## config.mk

```make
export PLATFORM = sky130hd
export DESIGN_NAME = request_table_with_response_merge_unit_flat
export DESIGN_NICKNAME = d
export VERILOG_FILES = /design/src/design/rtwrm_pkg.sv /design/src/design/rtwrm_if.sv /design/src/design/request_table_with_response_merge_unit.sv /design/src/design/rtwrm_ram.sv /design/src/flat_wrapper.sv
export SDC_FILE = /design/constraint.sdc
export NUM_CORES = 2
export LEC_CHECK = 0
export BUFFER_PORTS_ARGS = -buffer_cell sky130_fd_sc_hd__clkbuf_2
export CORE_MARGIN = 2
export CORE_UTILIZATION = 30
export DETAILED_ROUTE_END_ITERATION = 10
export PLACE_DENSITY_LB_ADDON = 0.12
export SETUP_SLACK_MARGIN = 0.02
export SYNTH_ARGS = -nofsm -noshare
export SYNTH_HDL_FRONTEND = slang
export SYNTH_SLANG_ARGS = --single-unit
```

## constraint.sdc

```tcl
create_clock -name clk -period 41.6 [get_ports clk]
set_input_delay 10.4 -clock clk [delete_from_list [all_inputs] [get_ports clk]]
set_output_delay 10.4 -clock clk [all_outputs]
set_load 0.01 [all_outputs]
```

## src/design/rtwrm_pkg.sv

```systemverilog
`default_nettype none
package rtwrm_pkg;
	localparam logic [1:0] CMD_ADD      = 2'd0;
	localparam logic [1:0] CMD_ATTEMPT  = 2'd1;
	localparam logic [1:0] CMD_RESPONSE = 2'd2;
	localparam logic [1:0] CMD_SELECT   = 2'd3;

	localparam logic [1:0] ST_OK   = 2'd0;
	localparam logic [1:0] ST_NONE = 2'd1;
	localparam logic [1:0] ST_FULL = 2'd2;

	typedef struct packed {
		logic [1:0]  command;
		logic [15:0] client_tag;
		logic [7:0]  air_command;
		logic [7:0]  air_address;
		logic        air_is_response;
		logic [31:0] air_data;
		logic [3:0]  slot;
		logic        sent_ok;
		logic [31:0] now;
	} req_t;

	typedef struct packed {
		logic [1:0]  status;
		logic [3:0]  slot_out;
		logic [31:0] packet_number;
		logic [15:0] client_out;
		logic [7:0]  command_out;
		logic [7:0]  address_out;
		logic [31:0] data_out;
		logic [7:0]  attempts_out;
	} rsp_t;

	// One table row as stored in the RAM.
	typedef struct packed {
		logic [15:0] client;
		logic [31:0] number;
		logic [7:0]  command;
		logic [7:0]  address;
		logic        response_flag;
		logic [31:0] data;
		logic        shipped;
		logic [7:0]  attempts;
		logic [31:0] time_received;
		logic [31:0] time_sent;
		logic [31:0] time_answered;
	} entry_t;

	localparam int ENTRY_W = $bits(entry_t);
endpackage
`default_nettype wire

```

## src/design/rtwrm_if.sv

```systemverilog
`default_nettype none
interface rtwrm_req_if;
	logic valid;
	logic ready;
	rtwrm_pkg::req_t payload;
	modport source (output valid, output payload, input ready);
	modport sink (input valid, input payload, output ready);
endinterface

interface rtwrm_rsp_if;
	logic valid;
	logic ready;
	rtwrm_pkg::rsp_t payload;
	modport source (output valid, output payload, input ready);
	modport sink (input valid, input payload, output ready);
endinterface
`default_nettype wire

```

## src/design/request_table_with_response_merge_unit.sv

```systemverilog
// Request table with response merge.
// Commands arrive as words on the req channel (valid/ready); each produces
// exactly one result word on the rsp channel. The block works on one command
// at a time: ready is high only while idle and no result word is waiting.
// Add and attempt pass through S_SCAN to S_OUT; select, and a response that
// finds nothing, walk the table once (S_EVAL, S_DONE, S_OUT); a response that
// finds its entry walks it twice, a match pass then a merge pass (S_MERGE),
// over the N entries in use (at most ENTRIES). The next command can be
// accepted once the result word is taken and the sequencer is back in idle.
// The rows live in one RAM with a registered read port; a sequencer walks it
// one row per cycle, and a single compare unit evaluates each row as it comes out.
// The result sits in an output register until taken; while the receiver
// stalls no new command is accepted. Reset empties the table (count and
// packet number go to zero) and no clearing pass is needed, since only rows
// below the count are ever read.
`default_nettype none
module request_table_with_response_merge_unit #(
	parameter int ENTRIES = 16
) (
	input  wire logic  clk,
	input  wire logic  arst_n,
	rtwrm_req_if.sink  req,
	rtwrm_rsp_if.source rsp
);
	localparam int AW = (ENTRIES > 1) ? $clog2(ENTRIES) : 1;
	localparam int CW = $clog2(ENTRIES + 1);

	localparam logic [2:0] S_IDLE  = 3'd0;
	localparam logic [2:0] S_SCAN  = 3'd1;
	localparam logic [2:0] S_EVAL  = 3'd2;
	localparam logic [2:0] S_MERGE = 3'd3;
	localparam logic [2:0] S_FETCH = 3'd4;
	localparam logic [2:0] S_DONE  = 3'd5;
	localparam logic [2:0] S_OUT   = 3'd6;

	logic [2:0]          state_q;
	logic [CW-1:0]       count_q;
	logic [31:0]         last_q;
	rtwrm_pkg::req_t     cmd_q;
	logic [CW-1:0]       idx_q;     // next row to read
	logic [CW-1:0]       cur_q;     // row whose data is on rdata
	logic                rd_vld_q;
	logic                have_q;
	logic [AW-1:0]       best_q;
	rtwrm_pkg::entry_t   best_e_q;
	rtwrm_pkg::rsp_t     out_q;
	logic                out_vld_q;

	logic                we;
	logic [AW-1:0]       waddr, raddr;
	rtwrm_pkg::entry_t   wdata, rdata;

	rtwrm_ram #(.WIDTH(rtwrm_pkg::ENTRY_W), .DEPTH(ENTRIES)) u_ram (
		.clk(clk), .we(we), .waddr(waddr), .wdata(wdata),
		.raddr(raddr), .rdata(rdata)
	);

	assign req.ready = (state_q == S_IDLE) && !out_vld_q;
	assign rsp.valid = out_vld_q;
	assign rsp.payload = out_q;

	logic is_match, cand, better;
	assign is_match = !rdata.response_flag && rdata.command == cmd_q.air_command
		&& rdata.address == cmd_q.air_address;
	assign cand = !rdata.response_flag && !rdata.shipped;
	assign better = rdata.time_received < best_e_q.time_received
		&& rdata.attempts >= best_e_q.attempts
		&& rdata.time_sent <= best_e_q.time_sent;

	assign raddr = (state_q == S_IDLE) ? AW'(req.payload.slot) : idx_q[AW-1:0];

	rtwrm_pkg::entry_t new_e, att_e, ans_e, cp_e;
	always_comb begin
		new_e = '0;
		new_e.client = cmd_q.client_tag;
		new_e.number = last_q + 32'd1;
		new_e.command = cmd_q.air_command;
		new_e.address = cmd_q.air_address;
		new_e.response_flag = cmd_q.air_is_response;
		new_e.data = cmd_q.air_data;
		new_e.time_received = cmd_q.now;

		att_e = rdata;
		att_e.time_sent = cmd_q.now;
		if (rdata.attempts != 8'hFF) begin
			att_e.attempts = rdata.attempts + 8'd1;
		end
		if (cmd_q.sent_ok) begin
			att_e.shipped = 1'b1;
		end

		ans_e = rdata;
		ans_e.response_flag = cmd_q.air_is_response;
		ans_e.data = cmd_q.air_data;
		ans_e.time_answered = cmd_q.now;

		cp_e = rdata;
		cp_e.response_flag = best_e_q.response_flag;
		cp_e.data = best_e_q.data;
		cp_e.time_sent = best_e_q.time_sent;
		cp_e.time_answered = best_e_q.time_answered;
		cp_e.shipped = best_e_q.shipped;
		cp_e.attempts = best_e_q.attempts;
	end

	always_comb begin
		we = 1'b0;
		waddr = cur_q[AW-1:0];
		wdata = rdata;
		case (state_q)
			S_SCAN: begin
				if (cmd_q.command == rtwrm_pkg::CMD_ADD) begin
					we = count_q != CW'(ENTRIES);
					waddr = count_q[AW-1:0];
					wdata = new_e;
				end else if (cmd_q.command == rtwrm_pkg::CMD_ATTEMPT) begin
					we = rd_vld_q;
					wdata = att_e;
				end
			end
			S_EVAL: begin
				if (rd_vld_q && cmd_q.command == rtwrm_pkg::CMD_RESPONSE && !have_q
						&& is_match && rdata.time_sent != 32'd0) begin
					we = 1'b1;
					wdata = ans_e;
				end
			end
			S_MERGE: begin
				if (rd_vld_q && is_match && rdata.time_sent == 32'd0) begin
					we = 1'b1;
					wdata = cp_e;
				end
			end
			default: ;
		endcase
	end

	always_ff @(posedge clk or negedge arst_n) begin
		if (!arst_n) begin
			state_q <= S_IDLE;
			count_q <= '0;
			last_q <= '0;
			out_vld_q <= 1'b0;
			idx_q <= '0;
			cur_q <= '0;
			rd_vld_q <= 1'b0;
			have_q <= 1'b0;
		end else begin
			if (rsp.valid && rsp.ready) begin
				out_vld_q <= 1'b0;
			end
			case (state_q)
				S_IDLE: begin
					if (req.valid && req.ready) begin
						cmd_q <= req.payload;
						have_q <= 1'b0;
						out_q <= '0;
						cur_q <= CW'(req.payload.slot);
						rd_vld_q <= 32'(req.payload.slot) < 32'(count_q);
						idx_q <= '0;
						state_q <= S_SCAN;
						if (req.payload.command == rtwrm_pkg::CMD_RESPONSE
								|| req.payload.command == rtwrm_pkg::CMD_SELECT) begin
							state_q <= S_EVAL;
							rd_vld_q <= 1'b0;
						end
					end
				end
				S_SCAN: begin
					// Add and attempt finish here.
					state_q <= S_OUT;
					if (cmd_q.command == rtwrm_pkg::CMD_ADD) begin
						if (count_q == CW'(ENTRIES)) begin
							out_q.status <= rtwrm_pkg::ST_FULL;
						end else begin
							last_q <= last_q + 32'd1;
							count_q <= count_q + CW'(1);
							out_q.slot_out <= 4'(count_q);
							out_q.packet_number <= last_q + 32'd1;
						end
					end else if (!rd_vld_q) begin
						out_q.status <= rtwrm_pkg::ST_NONE;
					end else begin
						out_q.slot_out <= cmd_q.slot;
						out_q.packet_number <= rdata.number;
					end
				end
				S_EVAL: begin
					// rdata holds row cur_q when rd_vld_q.
					if (rd_vld_q) begin
						if (cmd_q.command == rtwrm_pkg::CMD_RESPONSE) begin
							if (!have_q && is_match && rdata.time_sent != 32'd0) begin
								have_q <= 1'b1;
								best_q <= cur_q[AW-1:0];
								best_e_q <= ans_e;
							end
						end else if (cand && (!have_q || better)) begin
							have_q <= 1'b1;
							best_q <= cur_q[AW-1:0];
							best_e_q <= rdata;
						end
					end
					cur_q <= idx_q;
					rd_vld_q <= idx_q < count_q;
					idx_q <= idx_q + CW'(1);
					if (rd_vld_q ? (cur_q + CW'(1) >= count_q) : (count_q == '0)) begin
						state_q <= S_DONE;
						rd_vld_q <= 1'b0;
					end
				end
				S_DONE: begin
					idx_q <= CW'(1);
					cur_q <= '0;
					rd_vld_q <= count_q != '0;
					if (!have_q) begin
						out_q.status <= rtwrm_pkg::ST_NONE;
						state_q <= S_OUT;
					end else if (cmd_q.command == rtwrm_pkg::CMD_RESPONSE) begin
						state_q <= S_MERGE;
						idx_q <= '0;
						rd_vld_q <= 1'b0;
						out_q.slot_out <= 4'(best_q);
						out_q.packet_number <= best_e_q.number;
					end else begin
						state_q <= S_OUT;
						out_q.slot_out <= 4'(best_q);
						out_q.packet_number <= best_e_q.number;
						out_q.client_out <= best_e_q.client;
						out_q.command_out <= best_e_q.command;
						out_q.address_out <= best_e_q.address;
						out_q.data_out <= best_e_q.data;
						out_q.attempts_out <= best_e_q.attempts;
					end
				end
				S_MERGE: begin
					// idx_q is the row being addressed; cur_q lags by one.
					cur_q <= idx_q;
					rd_vld_q <= idx_q < count_q;
					idx_q <= idx_q + CW'(1);
					if (rd_vld_q && cur_q + CW'(1) >= count_q) begin
						state_q <= S_OUT;
					end
				end
				S_OUT: begin
					out_vld_q <= 1'b1;
					state_q <= S_FETCH;
				end
				S_FETCH: begin
					state_q <= S_IDLE;
				end
				default: state_q <= S_IDLE;
			endcase
		end
	end

	// Rows above the count are never written.
	assert property (@(posedge clk) disable iff (!arst_n)
		we |-> CW'(waddr) <= count_q)
		else $error("write beyond table fill");
	assert property (@(posedge clk) disable iff (!arst_n)
		count_q <= CW'(ENTRIES))
		else $error("count overflow");
	assert property (@(posedge clk) disable iff (!arst_n)
		(req.valid && req.ready) |=> !req.ready)
		else $error("ready while busy");
	assert property (@(posedge clk) disable iff (!arst_n)
		(rsp.valid && !rsp.ready) |=> rsp.valid && $stable(rsp.payload))
		else $error("result dropped");
endmodule
`default_nettype wire

```

## src/design/rtwrm_ram.sv

```systemverilog
`default_nettype none
module rtwrm_ram #(
	parameter int WIDTH = 8,
	parameter int DEPTH = 16
) (
	input  wire logic                     clk,
	input  wire logic                     we,
	input  wire logic [$clog2(DEPTH)-1:0] waddr,
	input  wire logic [WIDTH-1:0]         wdata,
	input  wire logic [$clog2(DEPTH)-1:0] raddr,
	output logic      [WIDTH-1:0]         rdata
);
	logic [WIDTH-1:0] mem [DEPTH];

	always_ff @(posedge clk) begin
		if (we) begin
			mem[waddr] <= wdata;
		end
		rdata <= mem[raddr];
	end
endmodule
`default_nettype wire

```

## src/flat_wrapper.sv

```systemverilog
// flat-port wrapper written by rule: the top's interface ports become plain ports
module request_table_with_response_merge_unit_flat 
#(
	parameter int ENTRIES = 16
)
  (clk, arst_n, req_valid, req_payload, req_ready, rsp_valid, rsp_payload, rsp_ready);
  rtwrm_req_if req_i ();
  rtwrm_rsp_if rsp_i ();
  input  wire logic clk;
  input  wire logic arst_n;
  input wire logic [$bits(req_i.valid)-1:0] req_valid;
  input wire logic [$bits(req_i.payload)-1:0] req_payload;
  output wire logic [$bits(req_i.ready)-1:0] req_ready;
  output wire logic [$bits(rsp_i.valid)-1:0] rsp_valid;
  output wire logic [$bits(rsp_i.payload)-1:0] rsp_payload;
  input wire logic [$bits(rsp_i.ready)-1:0] rsp_ready;
  assign req_i.valid = req_valid;
  assign req_i.payload = req_payload;
  assign req_ready = req_i.ready;
  assign rsp_valid = rsp_i.valid;
  assign rsp_payload = rsp_i.payload;
  assign rsp_i.ready = rsp_ready;
  request_table_with_response_merge_unit #(.ENTRIES(ENTRIES)) u_core (.clk(clk), .arst_n(arst_n), .req(req_i), .rsp(rsp_i));
endmodule
```

==> results.md <==
* Outcome: finished clean
* IO Count at 220
* Yosys Warn Count at 0
* CTS tree: built
* Fmax at between 0.06 and 0.07 GHz
* DR WL/cell at around 26 µm
* M1 GR Usage at about a quarter
* Max IR drop VDD at around 31 µV
* Die area at 443,600 µm²
* Synth Cell Area at ~130,000 µm²
* Crit path cell chain: clkbuf_2 -> mux2i_4 -> buf_4 -> buf_4 -> buf_4 -> buf_4 -> buf_4 -> nand2_1 -> and3_1 -> a311oi_1 -> a311oi_1 -> a31oi_1
* Post-cts resize count at 0
* Type of origin of the critical path: primary input
* Sequential fraction of the synthesis area at around three quarters
* Vias in the first global route at between 80,000 and 90,000
* Share of post-route cells with drive strength above 1 at 9.520%
* Final Max Slew Viols at 0
* Std cell rows at ~240
* Most frequent cells in the layout: 3,174 x nand2_1, 3,108 x edfxtp_1, 1,394 x nand3_1
* Yosys cell types at 67
* Via density at just over 5
* Die W at between 600 and 700 µm
* Count of input and output buffers at between 200 and 250
* Post-Syn Instances at 10,230
* Die Span Y at ~670 µm
* Leak at around 0.047 µW
* Hold Buf Count CTS at 0
* Synth Net Count at around 10,000
* Post-route antenna net violation count at 0
* Area fraction of the dominant cell type after synthesis at 70.98%
* Rel. slew slack at around 15%
* DR pass1 iterations at 6
* CTS Buf Count at 383
* Met2 Resource Use GR at a little under a third
* Worst Hold Class: reg -> reg
* Final Hold Viols at 0
* Layout fillers at 42,520
* Clk slew on worst S/H paths at 0.06 ns
* First-pass GRT wire length at a little over 600 mm
* Post-synth EDFFs at approximately 3,100
* CTS Root Cell: clkbuf_16
* CP max stage delay at between 0.8 and 0.9 ns
* Core area at 437,200 µm²
* Clock sink count at roughly 3,300
* Top_reg_cell synth: edfxtp_1
* Worst path slowest cell: buf_4
* Crit end category: flip-flop
* Fin nets at 10,560
* Drc violations at 0
* CP Max Fanout at 76
* Top area cells in the synthesized netlist: edfxtp_1 71%, nand2_1 9.1%, nand3_1 5.3%, dfxtp_1 2.6%, a311oi_1 2.3%
* Tcrit/Tclk final at between 30% and 40%
* Initial core utilization at 30.08%
* Crit path DAT at about 16 ns
* Critical path type: in -> reg
* Critical path required time at approximately 42 ns
* Final Core Density at between 30% and 40%
* Syn_area_per_cell at about 13 µm²
* #FFs+latches synth at 3,331
* Initial antenna violation count at 24
* Post-CTS Setup Inserts at 0
* Max Cap Violations at 0
* Commonest non-fill, non-tap cell in the layout: nand2_1
* Final setup TNS at 0 ns
* Yosys top cell by area: edfxtp_1
* GRT Max-Usage Layer: met2
* GRT overflow at 0
* Clk buf depth at 4
* Cell Pwr Density at ~46 nW/µm²
* Cell mode on critical path: buf_4
* Clk_lat worst skew at a little under 1 ns
* Synth async-reset ratio at under 10%
* Synthesis-to-finish area growth at 15.29%
* Minimum clock period after layout at 14.93 ns
* GR Layer Usage met3 at under 10%
* RePlAce Congestion at between 0.7 and 0.8
* Via count of the routed design at roughly 83,000
* DRT iter0 DRCs at 7,905
* Largest net degree at the start of global routing at 173
* Clk_skew at around 0.06 ns
* Final count of negative-setup-slack endpoints at 0
* H-tree depth at 5
* Post-DP HPWL at 212.0 mm
* Total Routing Usage GR at 18.66%
* Least-Margin Pin Slew at approximately 1.3 ns
* Final WL at ~430 mm
* RSZ-0062 raised after global routing: no
==> cells in the mapped netlist (all sizes together) (57+ instances only) <==
library cell  count
ha               89
dfxtp           170
xnor2            57
a31oi           185
inv              88
nand3          1394
a311oi          340
clkbuf          462
nor2            137
nand2          3175
buf             213
a21oi            79
o21ai            79
and3            243
edfxtp         3108
==> where the power goes <==
part           internal [µW]  leakage (µW)  switching (µW)  total [µW]
registers               3610        0.0207               0        3610
clock network           1930       0.00606            1400        3330
logic                   3.91        0.0204            5.76        9.69
==> state kept, by name, summed over array words and instances, names as in the netlist, 3 cells and up <==
| register | cells |
|---|---|
| u_core.u_ram.mem | 2720 |
| u_core.best_e_q | 170 |
| u_core.u_ram.rdata | 170 |
| u_core.rsp.payload | 110 |
| u_core.ans_e | 65 |
| u_core.cmd_q | 39 |
| u_core.last_q | 32 |
| u_core.count_q | 5 |
| u_core.cur_q | 5 |
| u_core.idx_q | 5 |
| u_core.best_q | 4 |
| u_core.state_q | 3 |
==> metal layers <==
layer,vias to the layer above,wire length [µm],share of wire (%)
li1,37690,-,-
met1,42940,192200,45
met2,2178,205000,48
met3,500,19800,4.6
met4,0,9767,2.3
met5,-,0,0
==> cell families (layout without fill, tap and decap cells) <==
kind of cell               Yosys count  after routing  share of synthesized area (%)
and+or+nand+nor                   5070           5070                          16.53
DFF                               3331           3331                          74.57
AOI/OAI and AO/OA                  880            880                          4.974
buffers and inverters              763           1228                          2.428
adders and majority gates           89             89                         0.8469
xor gates and xnor gates            83             83                         0.5528
muxes                               12             12                        0.09705
other                                0              6                              0
==> area by class of cell <==
type / count / area (µm²) / area share, %
flip-flops and latches: 3331 / 98060 / 64.69
multi-input cells: 6134 / 30590 / 20.18
clock buffers: 534 / 10560 / 6.962
well taps: 5757 / 7203 / 4.751
repair buffers: 423 / 2953 / 1.948
clock inverters: 183 / 1884 / 1.243
inverters: 88 / 332.8 / 0.2195
diodes: 6 / 15.01 / 0.009904
==> final timing paths <==
check / start / cells after the start / slack, ns / end
worst max-delay path: req_payload[33] / 12 / 26.67 / u_core.u_ram.rdata[118]
worst min-delay path: u_core.u_ram.rdata[201] / 0 / 0.42 / u_core.best_e_q[201]
worst max register to register: u_core.state_q[2] / 12 / 34.40 / u_core.u_ram.rdata[118]
worst min register to register: u_core.u_ram.rdata[201] / 0 / 0.42 / u_core.best_e_q[201]
max in group asynchronous: arst_n / 3 / 31.21 / u_core.last_q[16]
min in group asynchronous: arst_n / 2 / 9.50 / u_core.last_q[3]
==> per-stage QoR <==
stage | hold slack [ns] | setup WS [ns] | area (µm²) | std cells | total power, µW
6_report | 0.4243 | 26.67 | 151600 | 16460 | 6950
4_1_cts | 0.4314 | 26.68 | 151600 | 16450 | 7039
3_5_place_dp | 0.4182 | 25.65 | 139100 | 15730 | 3688
2_1_floorplan | 0.4081 | 13.40 | 131500 | 10230 | 3679
5_1_grt | 0.4340 | 26.29 | 151600 | 16450 | 7160
3_3_place_gp | 0.4227 | 25.63 | 139100 | 15730 | 3688
==> worst max-delay path, delay by kind of cell <==
| kind | cells | cell delay [ns] |
|---|---|---|
| buf+inv | 6 | 3.72 |
| mux | 1 | 0.67 |
| compound gates | 3 | 0.56 |
| simple gates | 2 | 0.31 |
Power figures use the tool's default switching activity.
